**config.mk**
```make
export PLATFORM = sky130hd
export DESIGN_NAME = servo_steer_trim_mapper
export DESIGN_NICKNAME = d
export VERILOG_FILES = /design/src/hw/rtl/sstm_pkg.sv /design/src/hw/rtl/servo_steer_trim_mapper.sv /design/src/hw/rtl/sstm_ctrl.sv /design/src/hw/rtl/sstm_dp.sv
export VERILOG_INCLUDE_DIRS = /design/src /design/src/hw/rtl
export SDC_FILE = /design/constraint.sdc
export NUM_CORES = 2
export LEC_CHECK = 0
export BUFFER_PORTS_ARGS = -buffer_cell sky130_fd_sc_hd__buf_2
export CAP_MARGIN = 30
export CELL_PAD_IN_SITES_DETAIL_PLACEMENT = 1
export CELL_PAD_IN_SITES_GLOBAL_PLACEMENT = 1
export CORE_UTILIZATION = 35
export DETAILED_ROUTE_END_ITERATION = 7
export PLACE_DENSITY = 0.59
export SETUP_SLACK_MARGIN = 0.15
export SLEW_MARGIN = 15
export SYNTH_ARGS = -nofsm -noshare
export SYNTH_HDL_FRONTEND = slang
export SYNTH_SLANG_ARGS = --single-unit
```
**constraint.sdc**
```tcl
create_clock -name clk -period 7.6 [get_ports clk]
set_clock_uncertainty 0.2 [all_clocks]
set_input_delay 1.9 -clock clk [delete_from_list [all_inputs] [get_ports clk]]
set_output_delay 1.9 -clock clk [all_outputs]
set_load 0.05 [all_outputs]
```
**src/hw/rtl/assert_macros.svh**
```systemverilog
// Assertion helpers. Each expects clk and arst_n in the enclosing module.
`ifndef ASSERT_MACROS_SVH
`define ASSERT_MACROS_SVH

// Check an expression at every clock edge outside reset.
`define ASSERT_ALWAYS(label, expr, msg) \
	label: assert property (@(posedge clk) disable iff (!arst_n) (expr)) else $error(msg);

// Check that the consequent holds in the same cycle as the antecedent.
`define ASSERT_IMPL(label, ante, cons, msg) \
	label: assert property (@(posedge clk) disable iff (!arst_n) (ante) |-> (cons)) \
		else $error(msg);

// Check that the consequent holds in the cycle after the antecedent.
`define ASSERT_NEXT(label, ante, cons, msg) \
	label: assert property (@(posedge clk) disable iff (!arst_n) (ante) |=> (cons)) \
		else $error(msg);

`endif

```
**src/hw/rtl/sstm_pkg.sv**
```systemverilog
`timescale 1ns / 1ps
package sstm_pkg;

	typedef enum logic [1:0] {
		ST_IDLE,
		ST_DIV,
		ST_UPD,
		ST_OUT
	} state_t;

	typedef struct packed {
		logic load;
		logic div;
		logic upd;
		logic out_load;
	} cmd_t;

	typedef struct packed {
		logic out_free;
	} sts_t;

	localparam logic OP_APPLY = 1'b0;
	localparam logic OP_SAVE  = 1'b1;

	localparam logic CFG_TRAVEL   = 1'b0;
	localparam logic CFG_MAX_BIAS = 1'b1;

	localparam logic [9:0] TRAVEL_RESET   = 10'd500;
	localparam logic [9:0] MAX_BIAS_RESET = 10'd100;

	localparam logic signed [12:0] PULSE_MIN = 13'sd500;
	localparam logic signed [12:0] PULSE_MAX = 13'sd2500;

	localparam logic signed [7:0] STICK_MIN = -8'sd100;
	localparam logic signed [7:0] STICK_MAX = 8'sd100;
	localparam logic [7:0] SPAN_MAX = 8'd200;

	// floor(x/100) = floor((x>>2) * RECIP_25 >> RECIP_25_SHIFT) for x < 2^18
	localparam logic [16:0] RECIP_25 = 17'd83887;
	localparam int RECIP_25_SHIFT = 21;

	// floor(y/625) = (y * RECIP_625) >> RECIP_625_SHIFT for y < 2^19
	localparam logic [18:0] RECIP_625 = 19'd429497;
	localparam int RECIP_625_SHIFT = 28;

	localparam logic [11:0] DUTY_MAX = 12'd511;

endpackage

```
**src/hw/rtl/servo_steer_trim_mapper.sv**
```systemverilog
`timescale 1ns / 1ps
// Steering servo trim unit.
// Input channel (in_valid / in_stall): one beat carries op and a signed stick value rx.
//   op apply maps rx (saturated to -100..100) onto center +/- travel_us for the
//   pulse and onto bias zero +/- max_bias for the mix bias. op save adopts that
//   pair (after a save, the last pair), clamped, as new center and bias zero; flags store_request.
// Output channel (out_valid / out_stall): one beat per input beat with pulse,
//   12-bit duty at 50 Hz, bias, stored center and bias zero, store flag.
// Config port: cfg_we writes cfg_wdata into travel_us (index 0) or max_bias
//   (index 1); write only while no item is in flight.
// Flow: the controller walks one item at a time through product, reciprocal
//   divide, state update and output load; a new beat is taken only once the
//   previous one is in the output register.
// Stall: the output register holds its beat while out_stall is high; the next
//   item is taken and worked meanwhile, then waits in the output-load step.
// Reset: center and last pulse go to CENTER_DEFAULT_US, bias values to zero,
//   save latch clears, travel_us to 500, max_bias to 100, no beat is valid.
module servo_steer_trim_mapper #(
	parameter int CENTER_DEFAULT_US = 1500
) (
	input  logic clk,
	input  logic arst_n,
	input  logic cfg_we,
	input  logic cfg_idx,
	input  logic [9:0] cfg_wdata,
	input  logic in_valid,
	output logic in_stall,
	input  logic op,
	input  logic signed [7:0] rx,
	output logic out_valid,
	input  logic out_stall,
	output logic signed [12:0] pulse_us,
	output logic [11:0] duty12,
	output logic signed [11:0] bias_out,
	output logic [11:0] center_now,
	output logic signed [10:0] bias_zero_now,
	output logic store_request
);
	import sstm_pkg::*;

	cmd_t cmd;
	sts_t sts;

	// sequencer: one item at a time
	sstm_ctrl u_ctrl (
		.clk      (clk),
		.arst_n   (arst_n),
		.in_valid (in_valid),
		.in_stall (in_stall),
		.sts      (sts),
		.cmd      (cmd)
	);

	// arithmetic, trim state and output register
	sstm_dp #(
		.CENTER_DEFAULT_US (CENTER_DEFAULT_US)
	) u_dp (
		.clk           (clk),
		.arst_n        (arst_n),
		.cmd           (cmd),
		.sts           (sts),
		.cfg_we        (cfg_we),
		.cfg_idx       (cfg_idx),
		.cfg_wdata     (cfg_wdata),
		.op            (op),
		.rx            (rx),
		.out_valid     (out_valid),
		.out_stall     (out_stall),
		.pulse_us      (pulse_us),
		.duty12        (duty12),
		.bias_out      (bias_out),
		.center_now    (center_now),
		.bias_zero_now (bias_zero_now),
		.store_request (store_request)
	);

endmodule

```
**src/hw/rtl/sstm_ctrl.sv**
```systemverilog
`timescale 1ns / 1ps
`include "assert_macros.svh"
module sstm_ctrl (
	input  logic clk,
	input  logic arst_n,
	input  logic in_valid,
	output logic in_stall,
	input  sstm_pkg::sts_t sts,
	output sstm_pkg::cmd_t cmd
);
	import sstm_pkg::*;

	state_t state_q, state_d;

	always_ff @(posedge clk or negedge arst_n) begin
		if (!arst_n) begin
			state_q <= ST_IDLE;
		end else begin
			state_q <= state_d;
		end
	end

	always_comb begin
		state_d = state_q;
		cmd = '0;
		in_stall = 1'b1;
		unique case (state_q)
			ST_IDLE: begin
				in_stall = 1'b0;
				if (in_valid) begin
					cmd.load = 1'b1;
					state_d = ST_DIV;
				end
			end
			ST_DIV: begin
				cmd.div = 1'b1;
				state_d = ST_UPD;
			end
			ST_UPD: begin
				cmd.upd = 1'b1;
				state_d = ST_OUT;
			end
			ST_OUT: begin
				// hold until the output register can take the beat
				if (sts.out_free) begin
					cmd.out_load = 1'b1;
					state_d = ST_IDLE;
				end
			end
			default: begin
				state_d = ST_IDLE;
			end
		endcase
	end

	`ASSERT_NEXT(a_div_then_upd, state_q == ST_DIV, state_q == ST_UPD,
		"division step not followed by update")
	`ASSERT_NEXT(a_load_single, cmd.load, !cmd.load && state_q == ST_DIV,
		"second beat taken while busy")
	`ASSERT_IMPL(a_busy_stalls, state_q != ST_IDLE, in_stall,
		"input not stalled while an item is in flight")

endmodule

```
**src/hw/rtl/sstm_dp.sv**
```systemverilog
`timescale 1ns / 1ps
`include "assert_macros.svh"
module sstm_dp #(
	parameter int CENTER_DEFAULT_US = 1500
) (
	input  logic clk,
	input  logic arst_n,
	input  sstm_pkg::cmd_t cmd,
	output sstm_pkg::sts_t sts,
	input  logic cfg_we,
	input  logic cfg_idx,
	input  logic [9:0] cfg_wdata,
	input  logic op,
	input  logic signed [7:0] rx,
	output logic out_valid,
	input  logic out_stall,
	output logic signed [12:0] pulse_us,
	output logic [11:0] duty12,
	output logic signed [11:0] bias_out,
	output logic [11:0] center_now,
	output logic signed [10:0] bias_zero_now,
	output logic store_request
);
	import sstm_pkg::*;

	logic [9:0] travel_q, max_bias_q;

	logic op_q;
	logic [17:0] prod_p_q, prod_b_q;
	logic [10:0] qp_q, qb_q;
	logic [18:0] y_q;

	logic [11:0] center_q;
	logic signed [10:0] bz_q;
	logic signed [12:0] last_pulse_q;
	logic signed [11:0] last_bias_q;
	logic save_latch_q;

	logic out_valid_q;
	logic signed [12:0] pulse_q;
	logic [11:0] duty_q;
	logic signed [11:0] bias_q;
	logic [11:0] center_out_q;
	logic signed [10:0] bz_out_q;
	logic store_q;

	logic [7:0] t_d;
	logic signed [8:0] rx_ext;
	logic [32:0] qp_full, qb_full;
	logic signed [13:0] map_p_w;
	logic signed [12:0] map_b_w;
	logic signed [12:0] map_p, src_p, c_p, new_p, clamp_new_p;
	logic signed [11:0] map_b, src_b, c_b, mb_s;
	logic [11:0] pc;
	logic [23:0] prod24;
	logic [37:0] duty_full;

	// config registers
	always_ff @(posedge clk or negedge arst_n) begin
		if (!arst_n) begin
			travel_q <= TRAVEL_RESET;
			max_bias_q <= MAX_BIAS_RESET;
		end else if (cfg_we) begin
			case (cfg_idx)
				CFG_TRAVEL:   travel_q <= cfg_wdata;
				CFG_MAX_BIAS: max_bias_q <= cfg_wdata;
				default: ;
			endcase
		end
	end

	// saturate stick and offset to 0..200
	always_comb begin
		rx_ext = {rx[7], rx};
		if (rx < STICK_MIN) begin
			t_d = 8'd0;
		end else if (rx > STICK_MAX) begin
			t_d = SPAN_MAX;
		end else begin
			t_d = 8'(rx_ext + 9'sd100);
		end
	end

	assign qp_full = 33'(prod_p_q[17:2]) * 33'(RECIP_25);
	assign qb_full = 33'(prod_b_q[17:2]) * 33'(RECIP_25);

	always_comb begin
		map_p_w = $signed({3'b0, qp_q}) + $signed({2'b0, center_q})
			- $signed({4'b0, travel_q});
		map_p = map_p_w[12:0];
		map_b_w = $signed({2'b0, qb_q}) + $signed({bz_q[10], bz_q[10], bz_q})
			- $signed({3'b0, max_bias_q});
		map_b = map_b_w[11:0];

		src_p = save_latch_q ? last_pulse_q : map_p;
		src_b = save_latch_q ? last_bias_q : map_b;

		if (src_p < PULSE_MIN) c_p = PULSE_MIN;
		else if (src_p > PULSE_MAX) c_p = PULSE_MAX;
		else c_p = src_p;

		mb_s = $signed({2'b0, max_bias_q});
		if (src_b < -mb_s) c_b = -mb_s;
		else if (src_b > mb_s) c_b = mb_s;
		else c_b = src_b;

		new_p = (op_q == OP_SAVE) ? c_p : map_p;
		if (new_p < PULSE_MIN) clamp_new_p = PULSE_MIN;
		else if (new_p > PULSE_MAX) clamp_new_p = PULSE_MAX;
		else clamp_new_p = new_p;
		pc = clamp_new_p[11:0];
		// pulse * 4095 as shift and subtract
		prod24 = {pc, 12'b0} - {12'b0, pc};
	end

	assign duty_full = 38'(y_q) * 38'(RECIP_625);

	// datapath registers
	always_ff @(posedge clk) begin
		if (cmd.load) begin
			op_q <= op;
			prod_p_q <= {10'b0, t_d} * {8'b0, travel_q};
			prod_b_q <= {10'b0, t_d} * {8'b0, max_bias_q};
		end
		if (cmd.div) begin
			qp_q <= qp_full[RECIP_25_SHIFT +: 11];
			qb_q <= qb_full[RECIP_25_SHIFT +: 11];
		end
		if (cmd.upd) begin
			y_q <= prod24[23:5];
		end
		if (cmd.out_load) begin
			pulse_q <= last_pulse_q;
			duty_q <= {2'b0, duty_full[RECIP_625_SHIFT +: 10]};
			bias_q <= last_bias_q;
			center_out_q <= center_q;
			bz_out_q <= bz_q;
			store_q <= op_q;
		end
	end

	// trim state
	always_ff @(posedge clk or negedge arst_n) begin
		if (!arst_n) begin
			center_q <= 12'(CENTER_DEFAULT_US);
			bz_q <= '0;
			last_pulse_q <= 13'(CENTER_DEFAULT_US);
			last_bias_q <= '0;
			save_latch_q <= 1'b0;
		end else if (cmd.upd) begin
			if (op_q == OP_APPLY) begin
				last_pulse_q <= map_p;
				last_bias_q <= map_b;
				save_latch_q <= 1'b0;
			end else begin
				center_q <= c_p[11:0];
				bz_q <= c_b[10:0];
				last_pulse_q <= c_p;
				last_bias_q <= c_b;
				save_latch_q <= 1'b1;
			end
		end
	end

	always_ff @(posedge clk or negedge arst_n) begin
		if (!arst_n) begin
			out_valid_q <= 1'b0;
		end else if (cmd.out_load) begin
			out_valid_q <= 1'b1;
		end else if (!out_stall) begin
			out_valid_q <= 1'b0;
		end
	end

	assign sts.out_free = !out_valid_q || !out_stall;

	assign out_valid = out_valid_q;
	assign pulse_us = pulse_q;
	assign duty12 = duty_q;
	assign bias_out = bias_q;
	assign center_now = center_out_q;
	assign bias_zero_now = bz_out_q;
	assign store_request = store_q;

	`ASSERT_ALWAYS(a_center_range, center_q >= 12'd500 && center_q <= 12'd2500, "center out of range")
	`ASSERT_IMPL(a_duty_range, out_valid_q, duty_q <= DUTY_MAX, "duty above clamped maximum")
	`ASSERT_IMPL(a_save_coherent, out_valid_q && store_q, pulse_q == $signed({1'b0, center_out_q}) && bias_q == $signed({bz_out_q[10], bz_out_q}), "save beat disagrees with stored center")

endmodule

```
Word level (Yosys, flattened, before mapping)
Cells that the tools add are included.
{ "totals": {"word_cells": 81, "input_bits": 25, "out_inout_bits": 63, "register_bits": 209} }
{ "op_classes": {"n_mux": 25, "n_bitwise": 1, "magnitude_cmp": 8, "n_reduce_logical": 8, "eq_ne": 6, "mul": 5, "n_addsub": 7} }
{ "op_table": {"columns": ["op", "count"], "rows": [
  ["$mux W12", 6],
  ["$mul A16 B17 Y32 const B", 2],
  ["$mux W13", 4],
  ["$mul A19 B19 Y38 const B", 1],
  ["$mul A8 B10 Y18", 2],
  ["$gt A13 B13 Y1 const B", 2],
  ["$lt A13 B10 Y1 const B", 2],
  ["$sub A24 B12 Y24", 1],
  ["$mux W8", 2],
  ["$add A11 B12 Y13", 1],
  ["$sub A13 B11 Y13", 1],
  ["$add A12 B11 Y12", 1],
  ["$gt A12 B11 Y1", 1],
  ["$lt A12 B12 Y1", 1],
  ["$neg A10 Y12", 1],
  ["$sub A12 B11 Y12", 1],
  ["$mux W1", 10],
  ["$add A8 B8 Y8 const B", 1],
  ["$gt A8 B8 Y1 const B", 1],
  ["$lt A8 B8 Y1 const B", 1],
  ["$pmux W2 S4", 1],
  ["$reduce_and A2 Y1", 4],
  ["$eq A2 B2 Y1 const B", 2],
  ["$mux W2", 2],
  ["7 further kinds", 9]
]} }

Longest topological paths before layout
{ "logic_depth": {"word_depth": 11, "ltp_mapped": 31, "depth_no_buf": 29} }

Modules after synthesis
Synthesis repeated with hierarchy kept, for this count alone.
{ "unflattened": {"hier_cells": 3042, "area_unflattened_um2": 31006.0} }
{ "by_module_without_submodules": {"columns": ["mod", "cells_per_inst", "area_each_um2", "n_inst", "seq_area_each_um2"], "rows": [
  ["sstm_dp", 3025, 30823.3, 1, 5774.3],
  ["sstm_ctrl", 17, 182.7, 1, 50.0]
]} }

Worst setup path before layout
Ideal clock, no wire load.
{ "synth_timing": {"path_type": "input to register", "startpoint": "in rx[2]", "endpoint": "reg u_dp.prod_b_q[17] (data pin)", "slack_ns": -0.298, "arrival_ns": 7.439, "t_required_ns": 7.141, "stages": 29, "path_buffers": 3, "path_cell_list": "inv_1 clkbuf_1 ha_1 a21oi_1 nor2_1 nor3_1 a31oi_1 and2_0 clkbuf_1 clkbuf_1 nand2_1 fa_1 fa_1 inv_1 fa_1 inv_1 fa_1 inv_1 ha_1 a21boi_0 o21ai_0 a21boi_0 o21ai_0 a21boi_0 o21ai_0 a21oi_1 o21ai_0 mux2i_1 nor2_1"} }
{ "synth_between": {"elab_chain_cells": 4} }
{ "synth_rtl": {"columns": ["item", "line_no", "rtl"], "rows": [
  ["start, declared", "servo_steer_trim_mapper.sv:29", "input logic signed [7:0] rx,"],
  ["$add A8 B8 Y8 or $gt A8 B8 Y1 (tied branches)", "sstm_dp.sv:80, sstm_dp.sv:77", null],
  ["$mux W8", "sstm_dp.sv:77", "end else if (rx > STICK_MAX) begin"],
  ["$mux W8 (*)", "sstm_dp.sv:75", "if (rx < STICK_MIN) begin"],
  ["$mul A8 B10 Y18 (*)", "sstm_dp.sv:123", "prod_b_q <= {10'b0, t_d} * {8'b0, max_bias_q};"],
  ["end signal, assigned", "sstm_dp.sv:123", null],
  ["end, declared", "sstm_dp.sv:29", "logic [17:0] prod_p_q, prod_b_q;"]
]} }
Every way passes the cells marked *; elsewhere a longest branch is shown, timed or not.
A chain may end at the register's enable or synchronous reset.

Worst setup path in the final report
{ "layout_timing": {"startpoint": "reg u_dp.prod_p_q[3]", "endpoint": "reg u_dp.qp_q[10] (data pin)"} }
{ "layout_between": {"elab_chain_cells": 1} }
{ "layout_rtl": {"columns": ["item", "line_no", "rtl"], "rows": [
  ["start, declared", "sstm_dp.sv:29", null],
  ["start signal, assigned", "sstm_dp.sv:122", "prod_p_q <= {10'b0, t_d} * {8'b0, travel_q};"],
  ["$mul A16 B17 Y32", "sstm_dp.sv:84", "assign qp_full = 33'(prod_p_q[17:2]) * 33'(RECIP_25);"],
  ["via u_dp.qp_full[31]", "sstm_dp.sv:49", "logic [32:0] qp_full, qb_full;"],
  ["end signal, assigned", "sstm_dp.sv:126", "qp_q <= qp_full[RECIP_25_SHIFT +: 11];"],
  ["end, declared", "sstm_dp.sv:30", "logic [10:0] qp_q, qb_q;"]
]} }
The timed path passes the listed nets, and every way through them passes these cells.

==> flow_summary.ini <==
[placed_design]
port_buffers = 85
dp_cells = 4284
gp_congestion = 0.904
pre_cts_slack_ps = -307
place_area_um2 = 33200
dp_hpwl_um = 69700

[sta]
hold_viol = 0
worst_pin_slew_ps = 997
setup_ws_ps = 442
post-route-period-util_pct = 94.2
drv_slew = 0
fin_crit_ps = 7160
rsz0062_at_grt = true
slew_headroom_pct = 33.4
finalSetupViolations = 0
clock.fmax_ghz = 0.140

[logic_synthesis]
ys.flop_type = edfxtp_1
yosysWarnings = 0
yosysSeqAreaShare_pct = 18.8
synth.largest_area_cell = fa_1
synth.avg_cell_area_um2 = 10.2
syn_area_um2 = 31000
synth_async_sr_flop_share_pct = 35.1
synth_cell_types = 91
ys_ff_latch = 205
synthTopCellsByArea = fa_1, ha_1, edfxtp_1
synth_edf_count = 133
syn_inst = 3033
synth_top_area_share_pct = 28.5

[cells_and_area]
fin_util_pct = 39.3
mostFrequentLayoutCells = inv_1, ha_1, fa_1
nets = 4183
drive_above_1_share_pct = 10.1
final_cells = 4346
areaGrowthSynthToFinish_pct = 10.6
diodes = 0
layout_commonest_cell = inv_1
design_area_um2 = 34300

[setup_path]
cp.buffers_inverters = 2
critPathArrivalTime_ps = 7290
cp_common_cell = fa_1
cp_max_fo = 5
crit_family = adder cells
startpoint_type = flip-flop
path_cells = fa_1 -> inv_1 -> fa_1 -> inv_1 -> fa_1 -> ha_1 -> fa_1 -> fa_1 -> ha_1 -> or4_1 -> a21oi_1 -> o21ai_0 -> a22oi_1 -> a211o_1 -> a31oi_1 -> o211a_1 -> o21a_1 -> o21a_1 -> o41ai_1 -> xnor2_1
crit_slowest_cell = fa_1
crit_type = reg2reg
max_stage_delay_ps = 710
end_kind = flip-flop
required_ps = 7730

[clock_network]
cts_tree = built
cts_max_level = 1
cts_buffers = 29
clockRootBuffer = clkbuf_16
cts_max_path_buffers = 3
cts_sinks = 205
clock_latency_ps = 590
clkTransAtPathRegs_ps = 60

[floorplan]
io_pins = 88
initial_utilization_pct = 35.5
die_x_um = 300
core_area_um2 = 87300
fp-row-count = 108
dieArea_um2 = 89800
die_h_um = 300

[routing]
dr.pass1.iters = 4
drt_wl_total_um = 81000
drc = 0
drt_iter0_drc = 742
postRouteAntennaNets = 0
viasPerCell = 4.84
vias = 21100
wl_per_cell_um = 18.6

[status]
status = completed

[global_route]
grt_start_max_net_pins = 65
antenna_found_initial = 2
grt_pass1_vias = 24000
grt_pass1_wl_um = 131000
gr-usage-all-layers_pct = 18.6
grt-ovfl-total = 0

[run]
drv_cap = 0

[hold_path]
hold_class = reg2reg
through the flow:
step | hold WS [ps] | setup TNS (ps)
global placement | 235 | -388
CTS | 261 | 0
detailed placement | 244 | -1400
finish | 269 | 0
floorplan | 225 | 0
global route | 269 | 0
routing by layer:
metal	routed length [µm]	part of all wire, %	global-route usage [%]	up-vias
met4	1590	2.0	4.02	2
met3	2230	2.8	1.92	88
met2	41700	51	34.0	244
li1	-	-	-	9973
met5	13	0.016	0	-
met1	35500	44	23.4	10700
logic make-up after synthesis:
family | after synthesis | share of synthesized area [%]
flops | 205 | 18.8
xor+xnor | 97 | 2.74
buf+inv | 837 | 10.2
simple gates | 491 | 7.91
mux | 53 | 1.84
other cells | 1 | 0.0121
compound gates | 359 | 7.82
fa+ha+maj | 990 | 50.7
layout make-up:
cell class	instances	area [µm²]
clock buffer	37	818
clock inverter	17	153
fill	9835	53000
inverter	773	2900
multi-input combinational	1992	22100
sequential	205	5820
tap	1155	1450
timing repair buffer	167	1080
sequential cells by signal, summed over array words and instances, names as in the netlist:
register,cells
u_dp.center_q,12
u_dp.save_latch_q,1
u_dp.op_q,1
u_dp.qp_q,11
u_dp.pulse_us,13
u_dp.out_valid,1
u_dp.bias_out,12
u_dp.bz_q,11
u_dp.last_pulse_q,13
u_dp.last_bias_q,12
u_dp.prod_b_q,16
u_dp.qb_q,11
u_dp.bias_zero_now,11
u_dp.duty12,10
u_dp.store_request,1
u_dp.max_bias_q,10
u_dp.y_q,19
u_dp.center_now,12
u_ctrl.state_q,2
u_dp.travel_q,10
u_dp.prod_p_q,16
final timing paths:
| path | start | end | slack [ps] | cells after the start |
|---|---|---|---|---|
| setup reg to reg | u_dp.prod_p_q[3] | u_dp.qp_q[10] | 440 | 20 |
| hold reg to reg | u_dp.bz_q[9] | u_dp.bias_zero_now[9] | 270 | 0 |
| hold / removal | u_dp.bz_q[9] | u_dp.bias_zero_now[9] | 270 | 0 |
| max in group asynchronous | arst_n | u_dp.max_bias_q[2] | 5190 | 3 |
| setup / recovery | u_dp.prod_p_q[3] | u_dp.qp_q[10] | 440 | 20 |
| min in group asynchronous | arst_n | u_dp.center_q[11] | 920 | 1 |
cell usage after synthesis, types with 19 or more instances:
| cell type | n |
|---|---|
| dfstp_2 | 23 |
| a21o_1 | 32 |
| nor2_1 | 101 |
| fa_1 | 442 |
| ha_1 | 548 |
| nand3_1 | 21 |
| dfrtp_1 | 49 |
| nand2_1 | 162 |
| and2_1 | 53 |
| o21a_1 | 19 |
| nor3_1 | 24 |
| mux2i_1 | 21 |
| edfxtp_1 | 133 |
| clkbuf_1 | 46 |
| o21ai_0 | 83 |
| mux2_2 | 32 |
| xor2_1 | 30 |
| and3_1 | 46 |
| a21oi_1 | 92 |
| inv_1 | 772 |
| xnor2_1 | 67 |
repair_timing:
action | CTS | global route
setup buffers | 0 | 7
hold buffers | 0 | 0
resized for setup | 0 | 13
endpoints found under the setup margin | 0 | 10
Power is not shown: default switching activity piles up to over one toggle a cycle in this logic, so the estimate is an artifact.
